## src/rtl/lsg_pkg.sv

```systemverilog
// Shared constants, types and the arctangent table of the segment geometry unit.
package lsg_pkg;

    localparam int CORDIC_STAGES = 16;
    localparam int ATAN_ENTRIES  = 24;
    localparam int CS_N = (CORDIC_STAGES < ATAN_ENTRIES) ? CORDIC_STAGES : ATAN_ENTRIES;

    localparam int DELTA_W = 28;
    localparam int SQ_W    = 54;
    localparam int SUM_W   = 55;
    localparam int ROOT_W  = 28;
    localparam int REM_W   = 56;
    localparam int ROT_W   = 34;

    localparam int LEN_LAT  = ROOT_W + 3;
    localparam int ANG_LAT  = 2 * CS_N + 3;
    localparam int BACK_LAT = (LEN_LAT > ANG_LAT) ? LEN_LAT : ANG_LAT;

    localparam int FRONT_LAT   = 4;
    localparam int QUEUE_DEPTH = 4;
    localparam int QUEUE_AW    = 2;

    localparam logic [31:0]             HALF_TURN = 32'h8000_0000;
    localparam logic signed [ROT_W-1:0] GAIN_Q30  = 34'sd652032874;
    localparam logic signed [15:0]      Q14_ONE   = 16'sd16384;

    localparam logic REG_OFFSET_X = 1'b0;
    localparam logic REG_OFFSET_Y = 1'b1;

    typedef logic signed [31:0]        mm_t;
    typedef logic signed [DELTA_W-1:0] delta_t;

    typedef struct packed {
        mm_t    from_x;
        mm_t    from_y;
        mm_t    to_x;
        mm_t    to_y;
        delta_t dx;
        delta_t dy;
    } seg_t;

    function automatic logic [31:0] atan_q32(input int idx);
        logic [31:0] r;
        case (idx)
            0:  r = 32'd536870912;
            1:  r = 32'd316933406;
            2:  r = 32'd167458907;
            3:  r = 32'd85004756;
            4:  r = 32'd42667331;
            5:  r = 32'd21354465;
            6:  r = 32'd10679838;
            7:  r = 32'd5340245;
            8:  r = 32'd2670163;
            9:  r = 32'd1335087;
            10: r = 32'd667544;
            11: r = 32'd333772;
            12: r = 32'd166886;
            13: r = 32'd83443;
            14: r = 32'd41722;
            15: r = 32'd20861;
            16: r = 32'd10430;
            17: r = 32'd5215;
            18: r = 32'd2608;
            19: r = 32'd1304;
            20: r = 32'd652;
            21: r = 32'd326;
            22: r = 32'd163;
            23: r = 32'd81;
            default: r = 32'd0;
        endcase
        return r;
    endfunction

endpackage

```

## src/rtl/lsg_queue.sv

```systemverilog
// Short queue that decouples the front pipeline from the back pipeline.
module lsg_queue (
    input  logic          aclk,
    input  logic          aresetn,
    input  logic          in_valid,
    output logic          in_ready,
    input  lsg_pkg::seg_t in_item,
    output logic          out_valid,
    input  logic          out_ready,
    output lsg_pkg::seg_t out_item
);

    lsg_pkg::seg_t                mem_reg [lsg_pkg::QUEUE_DEPTH];
    logic [lsg_pkg::QUEUE_AW-1:0] wr_reg, wr_next;
    logic [lsg_pkg::QUEUE_AW-1:0] rd_reg, rd_next;
    logic [lsg_pkg::QUEUE_AW:0]   cnt_reg, cnt_next;
    logic                         push, pop;

    assign in_ready  = cnt_reg != (lsg_pkg::QUEUE_AW + 1)'(lsg_pkg::QUEUE_DEPTH);
    assign out_valid = cnt_reg != '0;
    assign out_item  = mem_reg[rd_reg];
    assign push      = in_valid && in_ready;
    assign pop       = out_valid && out_ready;

    always_comb begin
        wr_next  = push ? wr_reg + 1'b1 : wr_reg;
        rd_next  = pop ? rd_reg + 1'b1 : rd_reg;
        cnt_next = cnt_reg + (lsg_pkg::QUEUE_AW + 1)'(push) - (lsg_pkg::QUEUE_AW + 1)'(pop);
    end

    always_ff @(posedge aclk) begin
        if (!aresetn) begin
            wr_reg  <= '0;
            rd_reg  <= '0;
            cnt_reg <= '0;
        end else begin
            wr_reg  <= wr_next;
            rd_reg  <= rd_next;
            cnt_reg <= cnt_next;
        end
    end

    always_ff @(posedge aclk) begin
        if (push) begin
            mem_reg[wr_reg] <= in_item;
        end
    end

endmodule

```

## config.mk

```make
export PLATFORM = sky130hd
export DESIGN_NAME = lsg_queue
export DESIGN_NICKNAME = d
export VERILOG_FILES = /design/src/rtl/lsg_pkg.sv /design/src/rtl/lsg_queue.sv
export SDC_FILE = /design/constraint.sdc
export NUM_CORES = 1
export LEC_CHECK = 0
export ABC_CLOCK_PERIOD_IN_PS = 5900
export BUFFER_PORTS_ARGS = -buffer_cell sky130_fd_sc_hd__buf_2
export CORE_MARGIN = 2
export CORE_UTILIZATION = 51
export CTS_CLUSTER_SIZE = 28
export DETAILED_ROUTE_END_ITERATION = 8
export GPL_ROUTABILITY_DRIVEN = 0
export PLACE_DENSITY = 0.75
export SLEW_MARGIN = 20
export SYNTH_ARGS = -nofsm -noshare
export SYNTH_HDL_FRONTEND = slang
export SYNTH_SLANG_ARGS = --single-unit
```

## constraint.sdc

```tcl
create_clock -name aclk -period 5.9 [get_ports aclk]
set_clock_uncertainty 0.15 [all_clocks]
set_input_delay 0 -clock aclk [delete_from_list [all_inputs] [get_ports aclk]]
set_output_delay 0 -clock aclk [all_outputs]
set_load 0.05 [all_outputs]
```

==> impl_metrics.csv <==
group,metric,value,unit
critical_path,rr_endpoint,"mem_reg[0][106]$_DFFE_PP_",
clock_network,clk_pin_slew_worst_paths,0.06,ns
drt,vias,13695,
worst_hold_path,min_from,"in_item[166]",
floorplanning,start_util,51.6,%
timing,rsz0062_at_grt,"no",
critical_path,path_class,"reg -> out",
place,dp.final_hpwl,30400,µm
drt,wl_met1,22000,µm
worst_hold_path,hp-class,"in -> reg",
clock_network,cts_buffers,74,
place,port_buffers,373,
cells_and_area,multiInputGateArea,0.00442,mm²
logic_synthesis,yosys_warnings,0,
grt,gr-total-overflow,0,
timing,finalHoldViolCount,0,
timing,max_slew_margin,38.2,%
drt,vias_per_cell,5.50,
clock_network,ctsResizeCount,0,
grt,grt_pass1_wl,88300,µm
cells_and_area,nFillCells,3207,
power,p_leak,12.0,nW
timing,maxSlewViolCount,0,
cells_and_area,largest_reg_flops,736,
timing,min_period_over_period,57.6,%
place,place_ws,2.69,ns
timing,final.setup.tns,0,ns
clock_network,cts_hold_buf,314,
critical_path,ff2ff_path_depth,4,
grt,antenna_found_initial,5,
drt,route.met3.wl,3900,µm
critical_path,worstPathMaxFanout,93,
drt,topRoutingLayerUsed,"met5",
critical_path,timing.rr.start,"cnt_reg[1]$_SDFF_PN0_",
timing,hold_slack,0.0177,ns
drt,dr.pass1.iters,5,
critical_path,cp-end-kind,"output pin",
clock_network,insertion_delay,0.60,ns
logic_synthesis,syn_area,0.0272,mm²
critical_path,max_stage_delay,0.92,ns
drt,drc,0,
grt,track_usage,21.3,%
timing,setup_violations,0,
worst_hold_path,hold_depth,2,
clock_network,root_buffer,"clkbuf_16",
drt,wl_per_cell,23.5,µm
critical_path,path_cells,"buf_12 -> mux4_2 -> buf_2",
cells_and_area,final_area,0.0352,mm²
clock_network,cts.path.max_buffers,3,
place,dpl_cell_area,0.0296,mm²
logic_synthesis,synthesis.nets,1204,
power,power,0.0162,W
power,power_density,459,mW/mm²
logic_synthesis,syn-mean-instance-area,26.9,µm²
grt,grt_pass1_vias,14619,
logic_synthesis,synth_seq_cells,745,
drt,met2_length,30900,µm
timing,fin_ws,2.50,ns
cells_and_area,finalNetCount,1938,
logic_synthesis,synthCells,1009,
job,cap_viol_max_count,0,
critical_path,cp.arrival,3.25,ns
clock_network,cts.sink_count,745,
grt,grt_max_degree,99,
cells_and_area,regArea,0.0223,mm²
clock_network,post-cts-setup-buffers,0,
clock_network,cts_tree,"built",
cells_and_area,drive_gt1_share,37.9,%
floorplanning,die_w,235,µm
floorplanning,io_pins,374,
clock_network,h-tree-depth,3,
status,status,"finished, final reports clean",
floorplanning,die_y,235,µm
drt,totalWireLength,58600,µm
timing,period_needed,3.40,ns
drt,ant_nets,0,
floorplanning,rows,84,
floorplanning,dieArea,0.0551,mm²
cells_and_area,area_growth,29.6,%
critical_path,critical_path.top_delay_family,"flip-flops",
drt,drt_iter0_drc,1121,
logic_synthesis,ys_types,23,
critical_path,cp-start-kind,"register",
critical_path,required,5.75,ns
critical_path,crit_slowest_cell,"dfxtp_4",
worst_hold_path,min_delay_worst_endpoint,"mem_reg[0][166]$_DFFE_PP_",
critical_path,setup.reg_to_reg.worst_slack,2.74,ns
critical_path,crit_buf_inv,2,
logic_synthesis,ys_seq_area_share,82.0,%
timing,tightest_slew,0.928,ns
floorplanning,core-area,0.0527,mm²
power,vdd_ir_drop_max,0.392,mV
timing,max_freq,0.294,GHz
area by class of cell:
| cell class | instances | share of cell area, % |
|---|---|---|
| inverter | 5 | 0.0533 |
| multi-input combinational | 217 | 12.6 |
| timing repair buffer | 700 | 14.7 |
| clock buffer | 96 | 5.70 |
| antenna | 3 | 0.0213 |
| sequential | 745 | 63.3 |
| tap | 688 | 2.44 |
| clock inverter | 38 | 1.21 |
synthesized netlist by cell type, drive strengths merged:
cell type	n	area, µm²
edfxtp	736	22100
mux4	184	4140
buf	40	444
dfxtp	9	180
and2	7	43.8
ha	6	75.1
inv	5	18.8
nand2	5	18.8
xnor2	4	35.0
nor2b	3	18.8
clkbuf	2	7.51
mux2i	2	20.0
a21boi	1	7.51
fa	1	20.0
nor2	1	3.75
o311ai	1	8.76
o31a	1	8.76
or3	1	6.26
per-layer routing:
layer  vias up  global-route usage (%)
met1      7189                    26.9
met5         -                       0
met4         2                    8.25
met3       117                    5.06
li1       5870                       -
met2       517                    36.1
kinds of logic after synthesis:
kind of cell    share of synthesized area [%]
flops                                    82.0
buf+inv                                  1.73
compound gates                         0.0921
fa+ha+maj                               0.350
xor+xnor                                0.129
mux                                      15.3
simple gates                            0.336
metrics by stage:
stage / utilization, % / instances
after floorplan: - / 1009
after global placement: 56.3 / 2041
after detailed placement: 56.3 / 2041
after CTS: 66.9 / 2489
after global routing: 66.9 / 2492
final: 66.9 / 2492
cell usage in the layout, fill, tap and decap left out, drive strengths merged, types with 7 or more instances in the layout:
cell type,count
and2,7
clkbuf,96
mux4,184
dfxtp,9
buf,386
bufinv,9
dlygate4sd3,314
edfxtp,736
clkinv,22
inv,9
worst max-delay path by stage:
stage | start | to | slack, ns | depth (start not counted)
global route | register | out_item[4] | 2.24 | 3
floorplan | cnt_reg[1]$_SDFF_PN0_ | mem_reg[2][0]$_DFFE_PP_ | 0.06 | 3
global placement | cnt_reg[1]$_SDFF_PN0_ | mem_reg[0][102]$_DFFE_PP_ | 2.73 | 4
CTS | register | out_item[131] | 2.39 | 3
finish | register | out_item[131] | 2.50 | 3
detailed placement | cnt_reg[1]$_SDFF_PN0_ | mem_reg[0][176]$_DFFE_PP_ | 2.69 | 4
power by group:
| group | switching [W] | internal (W) |
|---|---|---|
| Sequential | 0.000228 | 0.00641 |
| Combinational | 0.00331 | 0.00149 |
| Clock | 0.00191 | 0.00280 |
Power figures use the tool's default switching activity.
