===== src/rtl/lsg_pkg.sv =====
// Shared constants, types and the arctangent table of the segment geometry unit.
package lsg_pkg;

    localparam int CORDIC_STAGES = 16;
    localparam int ATAN_ENTRIES  = 24;
    localparam int CS_N = (CORDIC_STAGES < ATAN_ENTRIES) ? CORDIC_STAGES : ATAN_ENTRIES;

    localparam int DELTA_W = 28;
    localparam int SQ_W    = 54;
    localparam int SUM_W   = 55;
    localparam int ROOT_W  = 28;
    localparam int REM_W   = 56;
    localparam int ROT_W   = 34;

    localparam int LEN_LAT  = ROOT_W + 3;
    localparam int ANG_LAT  = 2 * CS_N + 3;
    localparam int BACK_LAT = (LEN_LAT > ANG_LAT) ? LEN_LAT : ANG_LAT;

    localparam int FRONT_LAT   = 4;
    localparam int QUEUE_DEPTH = 4;
    localparam int QUEUE_AW    = 2;

    localparam logic [31:0]             HALF_TURN = 32'h8000_0000;
    localparam logic signed [ROT_W-1:0] GAIN_Q30  = 34'sd652032874;
    localparam logic signed [15:0]      Q14_ONE   = 16'sd16384;

    localparam logic REG_OFFSET_X = 1'b0;
    localparam logic REG_OFFSET_Y = 1'b1;

    typedef logic signed [31:0]        mm_t;
    typedef logic signed [DELTA_W-1:0] delta_t;

    typedef struct packed {
        mm_t    from_x;
        mm_t    from_y;
        mm_t    to_x;
        mm_t    to_y;
        delta_t dx;
        delta_t dy;
    } seg_t;

    function automatic logic [31:0] atan_q32(input int idx);
        logic [31:0] r;
        case (idx)
            0:  r = 32'd536870912;
            1:  r = 32'd316933406;
            2:  r = 32'd167458907;
            3:  r = 32'd85004756;
            4:  r = 32'd42667331;
            5:  r = 32'd21354465;
            6:  r = 32'd10679838;
            7:  r = 32'd5340245;
            8:  r = 32'd2670163;
            9:  r = 32'd1335087;
            10: r = 32'd667544;
            11: r = 32'd333772;
            12: r = 32'd166886;
            13: r = 32'd83443;
            14: r = 32'd41722;
            15: r = 32'd20861;
            16: r = 32'd10430;
            17: r = 32'd5215;
            18: r = 32'd2608;
            19: r = 32'd1304;
            20: r = 32'd652;
            21: r = 32'd326;
            22: r = 32'd163;
            23: r = 32'd81;
            default: r = 32'd0;
        endcase
        return r;
    endfunction

endpackage


===== src/rtl/lsg_front.sv =====
// Front pipeline: offset removal, metre to millimetre scaling with rounding, deltas.
module lsg_front (
    input  logic               aclk,
    input  logic               aresetn,
    input  logic               s_valid,
    output logic               s_ready,
    input  logic signed [31:0] s_start_east,
    input  logic signed [31:0] s_start_north,
    input  logic signed [31:0] s_end_east,
    input  logic signed [31:0] s_end_north,
    input  logic signed [31:0] offset_x,
    input  logic signed [31:0] offset_y,
    output logic               out_valid,
    input  logic               out_ready,
    output lsg_pkg::seg_t      out_item
);

    logic [lsg_pkg::FRONT_LAT-1:0] vld_reg;
    logic                          en;

    logic signed [31:0] coord [4];
    logic signed [31:0] offs  [4];

    logic signed [32:0] diff_next [4];
    logic signed [32:0] diff_reg  [4];
    logic        [42:0] mag_next  [4];
    logic        [42:0] mag_reg   [4];
    logic               neg_next  [4];
    logic               neg_reg   [4];
    lsg_pkg::mm_t       mm_next   [4];
    lsg_pkg::mm_t       mm_reg    [4];
    lsg_pkg::seg_t      item_next;
    lsg_pkg::seg_t      item_reg;

    assign en        = !vld_reg[lsg_pkg::FRONT_LAT-1] || out_ready;
    assign s_ready   = en;
    assign out_valid = vld_reg[lsg_pkg::FRONT_LAT-1];
    assign out_item  = item_reg;

    assign coord[0] = s_start_north;
    assign coord[1] = s_start_east;
    assign coord[2] = s_end_north;
    assign coord[3] = s_end_east;
    assign offs[0]  = offset_x;
    assign offs[1]  = offset_y;
    assign offs[2]  = offset_x;
    assign offs[3]  = offset_y;

    always_comb begin
        logic signed [42:0] d;
        logic signed [42:0] p;
        logic        [42:0] r;
        for (int k = 0; k < 4; k++) begin
            diff_next[k] = 33'(coord[k]) - 33'(offs[k]);
            d = 43'(diff_reg[k]);
            p = (d <<< 10) - (d <<< 4) - (d <<< 3);
            neg_next[k] = p[42];
            mag_next[k] = p[42] ? 43'(-p) : 43'(p);
            r = mag_reg[k] + 43'd32768;
            mm_next[k] = neg_reg[k] ? -32'(r[42:16]) : 32'(r[42:16]);
        end
        item_next.from_x = mm_reg[0];
        item_next.from_y = mm_reg[1];
        item_next.to_x   = mm_reg[2];
        item_next.to_y   = mm_reg[3];
        item_next.dx     = lsg_pkg::DELTA_W'(mm_reg[2] - mm_reg[0]);
        item_next.dy     = lsg_pkg::DELTA_W'(mm_reg[3] - mm_reg[1]);
    end

    always_ff @(posedge aclk) begin
        if (!aresetn) begin
            vld_reg <= '0;
        end else if (en) begin
            vld_reg <= {vld_reg[lsg_pkg::FRONT_LAT-2:0], s_valid};
        end
    end

    always_ff @(posedge aclk) begin
        if (en) begin
            for (int k = 0; k < 4; k++) begin
                diff_reg[k] <= diff_next[k];
                mag_reg[k]  <= mag_next[k];
                neg_reg[k]  <= neg_next[k];
                mm_reg[k]   <= mm_next[k];
            end
            item_reg <= item_next;
        end
    end

endmodule


===== config.mk =====
export PLATFORM = sky130hd
export DESIGN_NAME = lsg_front
export DESIGN_NICKNAME = d
export VERILOG_FILES = /design/src/rtl/lsg_pkg.sv /design/src/rtl/lsg_front.sv
export SDC_FILE = /design/constraint.sdc
export NUM_CORES = 2
export LEC_CHECK = 0
export BUFFER_PORTS_ARGS = -buffer_cell sky130_fd_sc_hd__buf_4
export CAP_MARGIN = 20
export CORE_MARGIN = 2
export CORE_UTILIZATION = 45
export CTS_CLUSTER_DIAMETER = 80
export DETAILED_ROUTE_END_ITERATION = 16
export HOLD_SLACK_MARGIN = 0.03
export PLACE_DENSITY_LB_ADDON = 0.25
export SLEW_MARGIN = 30
export SYNTH_ARGS = -nofsm -noshare
export SYNTH_HDL_FRONTEND = slang
export SYNTH_SLANG_ARGS = --single-unit

===== constraint.sdc =====
create_clock -name aclk -period 19.2 [get_ports aclk]
set_input_delay 1.92 -clock aclk [delete_from_list [all_inputs] [get_ports aclk]]
set_output_delay 1.92 -clock aclk [all_outputs]
set_load 0.05 [all_outputs]

==> flow_summary_export.csv <==
group,metric,value,unit
floorplanning,start_util,0.452,
route,drtPass1Iterations,6,
route,ant_nets,0,
worst_setup_path,r2r_cells,15,
sta,maxSlewHeadroom,0.336,
cells_and_area,fillers,9336,
clock_tree,cts_max_path_buffers,3,
cells_and_area,ff_latch_area,16900,um^2
grt,antenna_found_initial,0,
sta,max_freq,186,MHz
run,cap_violations,0,
synthesis,synth_edf_count,560,
grt,gr-total-overflow,0,
sta,slew_viol_final,0,
sta,finalClockSkew,0.0275,ns
route,totalWireLength,119000,um
worst_setup_path,critical_path_class,"input pin to flop",
grt,grt_max_degree,164,
cells_and_area,drive_above_1_share,0.109,
synthesis,synth.area.top_cells,"edfxtp_1 36%, ha_1 10%, xnor2_1 7.0%",
worst_setup_path,worstPathMaxFanout,4,
synthesis,yosysWarnings,0,
synthesis,synth_area,46700,um^2
place,dpl.hpwl,97100,um
floorplanning,rows,118,
worst_setup_path,cp_slowest_stage_delay,0.73,ns
clock_tree,cts_hold_buf,0,
clock_tree,cts_tree,"yes",
floorplanning,die-area,106000,um^2
sta,worst_pin_slew,0.996,ns
cells_and_area,fin_nets,5891,
synthesis,yosysUniqueCellTypes,103,
floorplanning,die-width,326,um
worst_setup_path,path_cells,"buf_4 > inv_1 > ha_1 > o21a_1 > o21ai_0 > or2_2 > o311ai_1 > a2111oi_0 > nor3_1 > a2111oi_2 > o41a_1 > a21oi_1 > a311oi_1 > xnor2_1",
synthesis,synth_top_area_frac,0.360,
place,gp_congestion,0.916,
clock_tree,cts_resized,0,
synthesis,synth-seq-cells,564,
grt,use_met1,0.321,
floorplanning,die_h,326,um
synthesis,avgSynthCellArea,9.57,um^2
cells_and_area,largest_reg_flops,184,
cells_and_area,area_delta_synth_final,13.7,%
worst_hold_path,hold_class,"flop to flop",
synthesis,syn_inst,4876,
route,vias,36800,
worst_setup_path,r2r_end,"mag_reg[0][36]",
sta,timing.hold.ws,0.419,ns
worst_setup_path,r2r_slack,13.93,ns
synthesis,async_flop_share,0,
route,drc,0,
synthesis,synth_most_common_cell,"edfxtp_1",
route,via_per_inst,5.55,
worst_setup_path,cp.required,19.58,ns
grt,grt_pass1_vias,34600,
grt,top_usage_layer,"met2",
worst_setup_path,cp_slowest_cell,"a2111oi_2",
clock_tree,cts_root_buf,"clkbuf_16",
clock_tree,path_clk_slew,0.06,ns
clock_tree,insertion_delay,0.64,ns
worst_setup_path,cp-start-kind,"input pin",
synthesis,synth_common_cells,"560 x edfxtp_1, 396 x inv_1, 378 x ha_1",
sta,setup_viol,0,
cells_and_area,multi_input_area,27800,um^2
worst_setup_path,end_kind,"flop",
synthesis,yosys.area.top_type,"edfxtp_1",
grt,globalRouteMet3Util,0.0340,
clock_tree,h-tree-depth,3,
sta,timing.final.crit_share,0.281,
worst_setup_path,crit_arrival,5.77,ns
route,wire_per_inst,17.9,um
floorplanning,design.core.area,103000,um^2
sta,fin_crit,5.39,ns
run_status,status,"completed",
sta,finalHoldViolations,0,
sta,rsz0062_at_grt,"false",
grt,grt_pass1_wl,188000,um
grt,met2_usage,0.335,
clock_tree,clock-sinks,564,
worst_setup_path,r2r_start,"diff_reg[0][0]",
clock_tree,cts_buffers,66,
synthesis,synthesis.nets,5560,
synthesis,ys.flop_type,"edfxtp_1",
grt,grt_use_total,0.218,
worst_hold_path,min_to,"out_item[181]",
worst_hold_path,holdPathStages,0,
floorplanning,io_pins,382,
synthesis,yosysSeqAreaShare,0.362,
place,port_buffers,381,
worst_hold_path,min_from,"mm_reg[0][29]",
clock_tree,postCtsSetupRepairBufs,0,
sta,finalSetupTns,0,ns
cells_and_area,n_antenna_cell,0,
route,drt_iter0_drc,2901,
[kinds of logic (layout without fill, tap and decap cells)]
kind of cell,after synthesis,count (layout),synth area share
AND/OR/NAND/NOR,1446,1446,0.157
AO/OA/AOI/OAI,1244,1244,0.174
XOR/XNOR,577,577,0.108
flip-flops,564,564,0.362
buffers and inverters,526,910,0.0428
adder cells (fa/ha/maj),488,488,0.149
multiplexers,31,31,0.00684
[through the flow]
stage / util / area (um^2) / cells / setup slack [ns]
floorplan: - / 46700 / 4876 / 8.05
global placement: 0.492 / 50800 / 6517 / 12.89
detailed placement: 0.493 / 50800 / 6517 / 12.82
CTS: 0.514 / 53000 / 6638 / 13.50
global route: 0.514 / 53100 / 6640 / 13.44
finish: 0.514 / 53100 / 6640 / 13.81
[critical path, delay by kind of cell]
| kind | cells | cell delay (ns) |
|---|---|---|
| compound gates | 8 | 2.85 |
| simple gates | 2 | 0.33 |
| fa+ha+maj | 1 | 0.31 |
| buf+inv | 2 | 0.27 |
| xor+xnor | 1 | 0.10 |
[worst max-delay path by stage]
stage / from / end / slack [ns] / cells after the start
after CTS: out_ready / diff_reg[3][22] / 13.50 / 6
after global placement: out_ready / diff_reg[3][23] / 12.89 / 6
after detailed placement: out_ready / diff_reg[3][20] / 12.82 / 6
after global routing: offset_y[6] / diff_reg[1][31] / 13.44 / 14
final: offset_y[6] / diff_reg[1][31] / 13.81 / 14
after floorplan: out_ready / s_ready / 8.05 / 2
[final cells by class]
cell class | instances | area share
inverters | 397 | 0.0281
clock buffers | 77 | 0.0331
well taps | 1380 | 0.0325
flip-flops and latches | 564 | 0.318
multi-input cells | 3786 | 0.524
clock inverters | 44 | 0.00792
repair buffers | 392 | 0.0560
[metal layers]
| metal | vias to the layer above | wire (um) |
|---|---|---|
| met4 | 0 | 2310 |
| met3 | 126 | 6590 |
| met1 | 17300 | 58000 |
| met5 | - | 0 |
| li1 | 18400 | - |
| met2 | 970 | 52100 |
[placed cells by master, fill, tap and decap left out, types with 64 or more instances in the layout]
cell | synthesis | layout
o21a_1 | 77 | 77
fa_1 | 110 | 110
nand4_1 | 78 | 78
buf_4 | 0 | 387
o21ai_0 | 206 | 206
a21oi_1 | 345 | 345
nand3_1 | 164 | 164
a31oi_1 | 68 | 68
and3_1 | 64 | 64
inv_1 | 396 | 396
nor2_1 | 352 | 352
a21o_1 | 155 | 155
edfxtp_1 | 560 | 560
ha_1 | 378 | 378
nand2_1 | 334 | 334
xnor2_1 | 371 | 371
nor3_1 | 110 | 110
xor2_1 | 206 | 206
clkbuf_16 | 0 | 69
Power is not shown: default switching activity piles up to over one toggle a cycle in this logic, so the estimate is an artifact.
